## src/rtl/bfa_mask_unit.sv

```systemverilog
// Bit-range set or clear of one map word.
`timescale 1ns / 1ps
module bfa_mask_unit #(
    parameter int WORD_BITS = 32
) (
    input  logic [WORD_BITS-1:0]         i_word,
    input  logic [$clog2(WORD_BITS)-1:0] i_lo,
    input  logic [$clog2(WORD_BITS)-1:0] i_hi,
    input  logic                         i_set,
    output logic [WORD_BITS-1:0]         o_word
);
    localparam int BW = $clog2(WORD_BITS);
    localparam logic [BW-1:0] TOP = BW'(WORD_BITS - 1);

    logic [WORD_BITS-1:0] w_mask;

    // ones from bit lo up to bit hi inclusive
    assign w_mask = ({WORD_BITS{1'b1}} >> (TOP - i_hi)) & ({WORD_BITS{1'b1}} << i_lo);
    assign o_word = i_set ? (i_word | w_mask) : (i_word & ~w_mask);

endmodule

```

## config.mk

```make
export PLATFORM = sky130hd
export DESIGN_NAME = bfa_mask_unit
export DESIGN_NICKNAME = d
export VERILOG_FILES = /design/src/rtl/bfa_mask_unit.sv
export SDC_FILE = /design/constraint.sdc
export NUM_CORES = 1
export LEC_CHECK = 0
export ABC_AREA = 1
export BUFFER_PORTS_ARGS = -buffer_cell sky130_fd_sc_hd__buf_2
export CAP_MARGIN = 15
export CORE_MARGIN = 8
export CORE_UTILIZATION = 47
export DETAILED_ROUTE_END_ITERATION = 16
export PLACE_DENSITY = 0.91
export RECOVER_POWER = 100
export SYNTH_ARGS = -nofsm -noshare
export SYNTH_HDL_FRONTEND = slang
export SYNTH_SLANG_ARGS = --single-unit
```

## constraint.sdc

```tcl
create_clock -name vclk -period 1.9
set_input_delay 0.38 -clock vclk [all_inputs]
set_output_delay 0.38 -clock vclk [all_outputs]
set_load 0.02 [all_outputs]
```

## Word-level counts from Yosys, hierarchy flattened

Index checks and enable logic that the tools add are counted.

| cells by class | value |
|---|---|
| shifts and indexed selects | 2 |
| mux-type cells | 1 |
| bitwise operators | 4 |
| add/sub/neg operators | 1 |

Operators by type and width:

| operator | number |
|---|---|
| $and A32 B32 Y32 | 2 |
| $mux W32 | 1 |
| $not A32 Y32 | 1 |
| $or A32 B32 Y32 | 1 |
| $shl A32 B5 Y32 const A | 1 |
| $shr A32 B5 Y32 const A | 1 |
| $sub A5 B5 Y5 const A | 1 |

| word-level totals | value |
|---|---|
| register bits after elaboration | 0 |
| input bits | 43 |
| word-level logic and storage cells | 8 |

## Longest topological paths before layout

Gate-level depths: netlist of the first run.

| logic depth | value |
|---|---|
| word-level depth | 6 |
| depth in mapped cells | 8 |

## Least setup slack after synthesis of the first run

OpenSTA, ideal clock, no wires.

| timing | value |
|---|---|
| kind | input port to output port |
| start | input port i_lo[3] |
| end | output port o_word[0] |
| arrival time | 1.360 ns |
| slack | 0.160 ns |
| required time | 1.520 ns |
| cell stages on the path | 6 |
| path through | buf_2 > inv_2 > nand2_2 > nor2_2 > nand2_1 > o21ai_0 |

| on the way | value |
|---|---|
| word-level cells in the longest chain between the ends | 5 |
| elaborated cells on any way between the ends | 6 |
| classes of those cells | 1 x shift; 1 x mux; 4 x bitwise |

Ends and longest elaborated chain:

| what | line | RTL |
|---|---|---|
| from (decl) | 7 | `input logic [$clog2(WORD_BITS)-1:0] i_lo,` |
| $shl A32 B5 Y32 * | 18 | `assign w_mask = ({WORD_BITS{1'b1}} >> (TOP - i_hi)) & ({WORD_BITS{1'b1}} << i_lo);` |
| $and A32 B32 Y32 * | 18 |  |
| $not A32 Y32 | 19 | `assign o_word = i_set ? (i_word \| w_mask) : (i_word & ~w_mask);` |
| $and A32 B32 Y32 | 19 |  |
| $mux W32 * | 19 |  |
| to (decl) | 10 | `output logic [WORD_BITS-1:0] o_word` |

Mark *: on every way between the ends. The rest lies on a longest branch, timed or not.

## Worst setup path after layout of the first run

| timing | value |
|---|---|
| start | input port i_lo[4] |
| end | output port o_word[29] |

The elaborated chain is that of the path after synthesis.

==> results.txt, run 1 <==
First-pass GRT wire length: 6380 um
TritonRoute pass-1 iters: 4
Hold_buf cts: 0
F_max: 555 MHz
Chip height: 63.1 um
Slew Limit Headroom: 77.6%
Post-synthesis cell count: 226
Comb power frac: 100.0%
Global placement routability congestion: 0.939
Startpoint Class: input pin
Die Footprint: 3980 um2
Static Leakage: 0.850 nW
Die span in x: 63.1 um
Crit-path leading delay family: simple AND/OR/NAND/NOR gates
Max Slew Vio Count: 0
Slowest-stage cell, CP: buf_2
Int Power: 136 uW
Net count after synthesis: 269
Gr ovfl total: 0
Vias per cell: 4.93
Worst min-delay path class: in2out
Final setup fails: 0
Pin count of the biggest net entering global routing: 17
Final WL: 3800 um
# Max-Cap Violations: 0
Initial antenna violation count: 0
CP Cell Sequence: buf_2 > nand2_1 > nor2_1 > nand2_1 > nand3_1 > nand2_1 > nand2_1 > buf_2
Leading cell type in the layout, fill and taps excluded: nand2_1
Part of the power in registers: 0%
Hpwl dp: 3170 um
Antenna viol nets, final: 0
Slew at the pin closest to its max-slew limit: 0.336 ns
Worst path max stage delay: 0.23 ns
VDD IR max: 156 uV
Fin nets: 340
Wirelength per Cell: 11.8 um
Most frequent cells in the layout: 109 x nand2_1, 55 x buf_2, 25 x nand3_1, 16 x inv_1, 14 x o21ai_1
GRT Total Usage: 17.8%
Number of global-route vias before repair: 1505
Register area: 0 um2
Seq_cells: 0
Sum of negative setup slack: 0 ns
Multi-input logic area: 890 um2
Drc violations: 0
Post-route clock period utilization: 94.8%
Sw power: 262 uW
Worst setup EP type: output pin
Final core occ: 65.3%
Layout cells sized above 1: 31.9%
WP buf/inv: 2
Arr. time, crit path: 1.42 ns
Clock power share: 0%
Post-synthesis cell type count: 21
Fill count: 225
DRT iter0 DRCs: 83
Sequential-to-total area share from yosys stat: 0%
Via count: 1592
Yosys warnings: 0
PortBufs: 75
Post-CTS Resized: 0
Final hold violations: 0
Clock Buffer Count: 0
Total chip power: 398 uW
Most Frequent Cell on Critical Path: nand2_1
I/O pin total: 75
Setup Fix Bufs, Post-CTS: 0
Synth Cell Area: 1040 um2
Crit path max fanout: 12
Ant diodes: 0
PwrDens: 283 nW/um2
Row Count: 17
Net switching fraction of the power: 65.9%
Initial Util: 48.5%
Minimum clock period: 1.80 ns
Area growth syn-to-layout: 34.6%
Setup CP Type: in2out
Total core area: 2150 um2
RSZ-0062 raised after global routing: false
Critical path required time: 1.52 ns
Syn avg cell area: 4.61 um2
Status: finished clean
==> worst min-delay path, delay by kind of cell <==
family | cells | cell delay [ns]
and+or+nand+nor | 2 | 0.08
buffers and inverters | 2 | 0.22
==> synth_stat cells <==
master / number / area share, %
inv_2: 5 / 1.8
nor2_2: 8 / 4.8
a21oi_1: 4 / 1.9
o21ai_1: 14 / 6.7
buf_2: 3 / 1.4
nand2_2: 5 / 3.0
nor2_1: 9 / 3.2
clkbuf_2: 2 / 0.96
nand2_4: 1 / 1.1
o21ai_0: 7 / 3.4
clkbuf_8: 1 / 1.3
o21ai_2: 3 / 2.5
buf_6: 1 / 1.1
nand3_1: 25 / 12
nand4_1: 7 / 4.2
inv_4: 1 / 0.60
inv_1: 16 / 5.8
nand3_2: 1 / 0.96
nor2_4: 3 / 3.2
nand2_1: 109 / 39
buf_4: 1 / 0.72
==> power groups by stage <==
stage	sequential (mW)	clock, mW	combinational [mW]
2_1_floorplan	0	0	0.266
3_3_place_gp	0	0	0.399
3_5_place_dp	0	0	0.402
4_1_cts	0	0	0.404
5_1_grt	0	0	0.440
6_report	0	0	0.398
==> path summary, 6_finish.rpt <==
| check | from | to | slack (ns) | cells after the start |
|---|---|---|---|---|
| hold / removal | i_word[11] | o_word[11] | 1.07 | 4 |
| setup / recovery | i_lo[4] | o_word[29] | 0.1 | 8 |
==> logic make-up after synthesis <==
family / count (synthesis) / synth area share [%]
AOI/OAI and AO/OA: 28 / 14.5
buffers and inverters: 30 / 13.7
and+or+nand+nor: 168 / 71.8
==> through the flow <==
step	cells	hold WS, ns	cell area, um2	setup slack, ns
after floorplan	226	0.928	1040	0.160
after global placement	323	1.07	1420	0.171
after detailed placement	323	1.07	1420	0.142
after CTS	323	1.07	1420	0.137
after global routing	323	1.08	1400	0.00730
final	323	1.07	1400	0.0997
==> area by class of cell <==
cell class / count / area share (%)
well taps: 28 / 2.50
repair buffers: 77 / 28.0
multi-input cells: 196 / 63.4
inverters: 22 / 6.07
==> layer usage <==
metal	wire, um	track usage, %	vias to the layer above	share of wire, %
li1	-	-	861	-
met1	1740	21.6	665	46
met2	1790	32.8	66	47
met3	278	3.18	0	7.3
met4	0	1.42	0	0
met5	0	0	-	0
Note: power is estimated with default switching activity, not from simulation.
==> run 2: changes to the inputs <==
--- a/config.mk
+++ b/config.mk
@@ -8,11 +8,14 @@
 export ABC_AREA = 1
 export BUFFER_PORTS_ARGS = -buffer_cell sky130_fd_sc_hd__buf_2
 export CAP_MARGIN = 15
+export CELL_PAD_IN_SITES_DETAIL_PLACEMENT = 0
+export CELL_PAD_IN_SITES_GLOBAL_PLACEMENT = 1
 export CORE_MARGIN = 8
-export CORE_UTILIZATION = 47
+export CORE_UTILIZATION = 27
 export DETAILED_ROUTE_END_ITERATION = 16
-export PLACE_DENSITY = 0.91
+export PLACE_DENSITY_LB_ADDON = 0.1
 export RECOVER_POWER = 100
+export SETUP_SLACK_MARGIN = 0.4
 export SYNTH_ARGS = -nofsm -noshare
 export SYNTH_HDL_FRONTEND = slang
 export SYNTH_SLANG_ARGS = --single-unit
==> run 2 against run 1 <==
  * Final cell count up 11%
  * Count of clock-buffer cells in the layout unchanged
  * Global-route usage down 3.1 points
  * First-iteration DRC count down 16%
  * Via count up 11%
  * Fmax up 6.8%
  * Sequential share of layout area unchanged
  * Power up 64%
  * Combinational power up 64%
  * Final area up 66%
  * Setup slack better by 0.11 ns
  * Largest power group unchanged
  * Critical path type unchanged
  * Hold slack worse by 0.025 ns
==> results.txt, run 2 (synthesized netlist as in run 1, its figures left out) <==
Layout cells sized above 1: 60.3%
VDD IR max: 131 uV
Worst Hold Slack: 1.04 ns
Static Leakage: 1.10 nW
Number of global-route vias before repair: 1685
Total chip power: 652 uW
Minimum clock period: 1.69 ns
Register area: 0 um2
Startpoint Class: input pin
Wirelength per Cell: 14.7 um
Total core area: 3690 um2
Final WL: 5270 um
Via count: 1770
RSZ-0062 raised after global routing: true
Worst setup EP type: output pin
Final setup fails: 0
# Max-Cap Violations: 0
Slew at the pin closest to its max-slew limit: 0.423 ns
DRT iter0 DRCs: 70
Net switching fraction of the power: 56.8%
TritonRoute pass-1 iters: 4
Setup CP Type: in2out
Part of the power in registers: 0%
Global placement routability congestion: 0.897
Antenna viol nets, final: 0
Drc violations: 0
PortBufs: 75
Status: finished clean
I/O pin total: 75
Row Count: 22
Sw power: 370 uW
Ant diodes: 0
PwrDens: 280 nW/um2
Int Power: 282 uW
Final core occ: 63.2%
Area growth syn-to-layout: 124%
Die Footprint: 6100 um2
First-pass GRT wire length: 7890 um
Most frequent cells in the layout: 70 x nand2_1, 33 x nand2_2, 33 x buf_2, 24 x buf_6, 16 x nand3_1
Fin nets: 355
Initial antenna violation count: 0
Gr ovfl total: 0
Chip height: 78.1 um
Post-route clock period utilization: 88.7%
F_max: 593 MHz
Seq_cells: 0
Worst min-delay path class: in2out
Pin count of the biggest net entering global routing: 13
Crit path max fanout: 7
GRT Total Usage: 14.7%
Leading cell type in the layout, fill and taps excluded: nand2_1
Die span in x: 78.1 um
Comb power frac: 100.0%
Clock power share: 0%
Initial Util: 28.3%
Max Slew Vio Count: 0
Vias per cell: 4.94
Hpwl dp: 3770 um
Slew Limit Headroom: 71.8%
Clock Buffer Count: 0
Critical path required time: 1.52 ns
Arr. time, crit path: 1.31 ns
Sum of negative setup slack: 0 ns
Final hold violations: 0
run 2: cell count changes in the layout (fill, tap and decap cells not counted), moves of 7 or more:
cell,previous run,this run
nor2_4,2,12
o21ai_2,3,15
clkbuf_2,12,0
buf_6,0,24
buf_2,55,33
nand2_1,109,70
nand3_2,1,9
nand3_1,25,16
o21ai_1,14,1
nand2_2,5,33
inv_1,16,9
buf_4,1,13
run 2: final timing paths:
| check | startpoint | to | slack [ns] | cells past startpoint |
|---|---|---|---|---|
| setup / recovery | i_lo[3] | o_word[8] | 0.21 | 7 |
| hold / removal | i_word[30] | o_word[30] | 1.04 | 4 |
run 2: critical path, stage by stage:
cell	delay, ns
buf_16	0.14
clkbuf_1	0.36
nand2_2	0.10
nand3_1	0.09
nand2_1	0.05
nand2_1	0.07
buf_6	0.12
run 2: stage by stage:
step	setup slack [ns]	cell area (um2)	std cells
detailed placement	0.0596	1570	346
floorplan	0.360	1160	226
global route	0.160	2330	358
finish	0.214	2330	358
global placement	0.0643	1570	346
CTS	0.328	1990	353
run 2: area by class of cell:
type | instances | area [um2]
fill | 351 | 1360
timing repair inverter | 1 | 6.26
tap | 48 | 60.1
timing repair buffer | 91 | 790
multi-input combinational | 196 | 1330
inverter | 22 | 143
run 2: what timing repair did:
action | 4_1_cts | 5_1_grt
cloned | 1 | 1
endpoints found under the setup margin | 32 | 32
hold buffers | 0 | 0
buffers inserted | 6 | 4
resized for setup | 120 | 106
pin swaps | 24 | 40
hold endpoints to repair | 0 | 0
run 2: per-layer routing:
layer / track usage [%] / routed length, um / vias to the layer above / part of all wire, %
met5: 0 / 0 / - / 0
met4: 0.370 / 34 / 0 / 0.65
met3: 2.96 / 276 / 4 / 5.2
met2: 26.8 / 2650 / 47 / 50
met1: 18.2 / 2300 / 821 / 44
li1: - / - / 898 / -
run 2: power groups by stage:
stage,sequential [mW],clock (mW),combinational (mW)
6_report,0,0,0.652
3_5_place_dp,0,0,0.446
4_1_cts,0,0,0.566
3_3_place_gp,0,0,0.444
2_1_floorplan,0,0,0.300
5_1_grt,0,0,0.695
==> run 3: changes to the inputs <==
--- a/config.mk
+++ b/config.mk
@@ -13,7 +13,8 @@
 export CORE_MARGIN = 8
 export CORE_UTILIZATION = 27
 export DETAILED_ROUTE_END_ITERATION = 16
-export PLACE_DENSITY_LB_ADDON = 0.1
+export GPL_TIMING_DRIVEN = 1
+export PLACE_DENSITY = 0.95
 export RECOVER_POWER = 100
 export SETUP_SLACK_MARGIN = 0.4
 export SYNTH_ARGS = -nofsm -noshare
==> run 3 against run 2 <==
  * Die area is the same
  * Hold slack gained 0.0082 ns
  * Flip-flop and latch count is the same
  * Utilization shrank 1.5 points
  * Setup slack lost 0.030 ns
  * Final area shrank 2.4%
  * Combinational power shrank 2%
  * Fmax shrank 1.8%
  * Power shrank 1.9%
==> results.txt, run 3 (synthesized netlist as in run 1, its figures left out) <==
Hold_buf cts: 0
CP Cell Sequence: buf_8 > nor2_2 > nand3_1 > nand2_2 > nand2_1 > o21ai_2 > buf_6
Antenna viol nets, final: 0
Vias per cell: 4.89
Slowest-stage cell, CP: nor2_2
Final hold violations: 0
Fin nets: 357
Chip height: 78.1 um
Sum of negative setup slack: 0 ns
Minimum clock period: 1.72 ns
Leading cell type in the layout, fill and taps excluded: nand2_1
Row Count: 22
Drc violations: 0
Seq_cells: 0
Global placement routability congestion: 0.884
Register area: 0 um2
Worst Hold Slack: 1.05 ns
Slew at the pin closest to its max-slew limit: 0.363 ns
Pin count of the biggest net entering global routing: 13
RSZ-0062 raised after global routing: true
Most frequent cells in the layout: 73 x nand2_1, 33 x buf_2, 32 x nand2_2, 24 x buf_6, 17 x buf_4
Clock Buffer Count: 0
Total chip power: 640 uW
Die Footprint: 6100 um2
Post-Place Cells: 346
GRT Total Usage: 14.8%
Initial antenna violation count: 0
PwrDens: 281 nW/um2
# Max-Cap Violations: 0
F_max: 583 MHz
Final core occ: 61.7%
I/O pin total: 75
Pre-CTS WS: 0.0663 ns
Ant diodes: 0
Post-route insts no fill: 360
Crit path to: o_word[1]
Status: finished clean
Total core area: 3690 um2
Worst setup EP type: output pin
Arr. time, crit path: 1.34 ns
Area growth syn-to-layout: 118%
Startpoint Class: input pin
Die span in x: 78.1 um
VDD IR max: 143 uV
Slew Limit Headroom: 75.8%
Worst path max stage delay: 0.31 ns
Via count: 1761
Hpwl dp: 3650 um
Crit path from: i_hi[0]
First-pass GRT wire length: 7790 um
Critical path required time: 1.52 ns
Final setup fails: 0
Placed cell area: 1570 um2
Setup CP Type: in2out
Final WL: 5220 um
TritonRoute pass-1 iters: 5
Number of global-route vias before repair: 1708
Static Leakage: 1.12 nW
Initial Util: 28.3%
DRT iter0 DRCs: 83
Wirelength per Cell: 14.5 um
PortBufs: 75
Design Area, Final: 2270 um2
Layout cells sized above 1: 61.2%
Fill count: 339
Setup slack after layout: 0.184 ns
Crit path max fanout: 6
Max Slew Vio Count: 0
Gr ovfl total: 0
Post-route clock period utilization: 90.3%
Worst min-delay path class: in2out
[run 3: area by class of cell]
cell class	count	area, um2	share of cell area, %
Tap cell	48	60.1	2.64
Timing Repair inverter	1	8.76	0.385
Inverter	22	113	4.95
Multi-Input combinational cell	196	1280	56.4
Timing Repair Buffer	93	811	35.6
[run 3: layer usage]
| layer | part of all wire, % | GRT usage (%) |
|---|---|---|
| met1 | 42 | 18.0 |
| met2 | 52 | 27.5 |
| met3 | 5.7 | 2.39 |
| met4 | 0.50 | 0.556 |
| met5 | 0 | 0 |
[run 3: critical path: cells and delay by family]
| family | cells | cell delay, ns |
|---|---|---|
| buf+inv | 2 | 0.24 |
| simple gates | 4 | 0.66 |
| compound gates | 1 | 0.06 |
[run 3: power by group]
| group | total [mW] | internal [mW] | switching (mW) |
|---|---|---|---|
| registers | 0 | 0 | 0 |
| logic | 0.640 | 0.279 | 0.360 |
| clock network | 0 | 0 | 0 |
[run 3: timing repair]
| action | 4_1_cts | 5_1_grt |
|---|---|---|
| cloned | 1 | 1 |
| setup endpoints to repair | 32 | 32 |
| pin swaps | 32 | 26 |
| gates resized for setup | 134 | 56 |
| buffers inserted | 8 | 4 |
| hold endpoints to repair | 0 | 0 |
[run 3: worst min path at each step]
stage / start / endpoint / cells past startpoint
2_1_floorplan: i_word[3] / o_word[3] / 2
4_1_cts: i_word[18] / o_word[18] / 4
3_3_place_gp: i_word[18] / o_word[18] / 4
6_report: i_word[17] / o_word[17] / 4
3_5_place_dp: i_word[10] / o_word[10] / 4
5_1_grt: i_word[25] / o_word[25] / 4
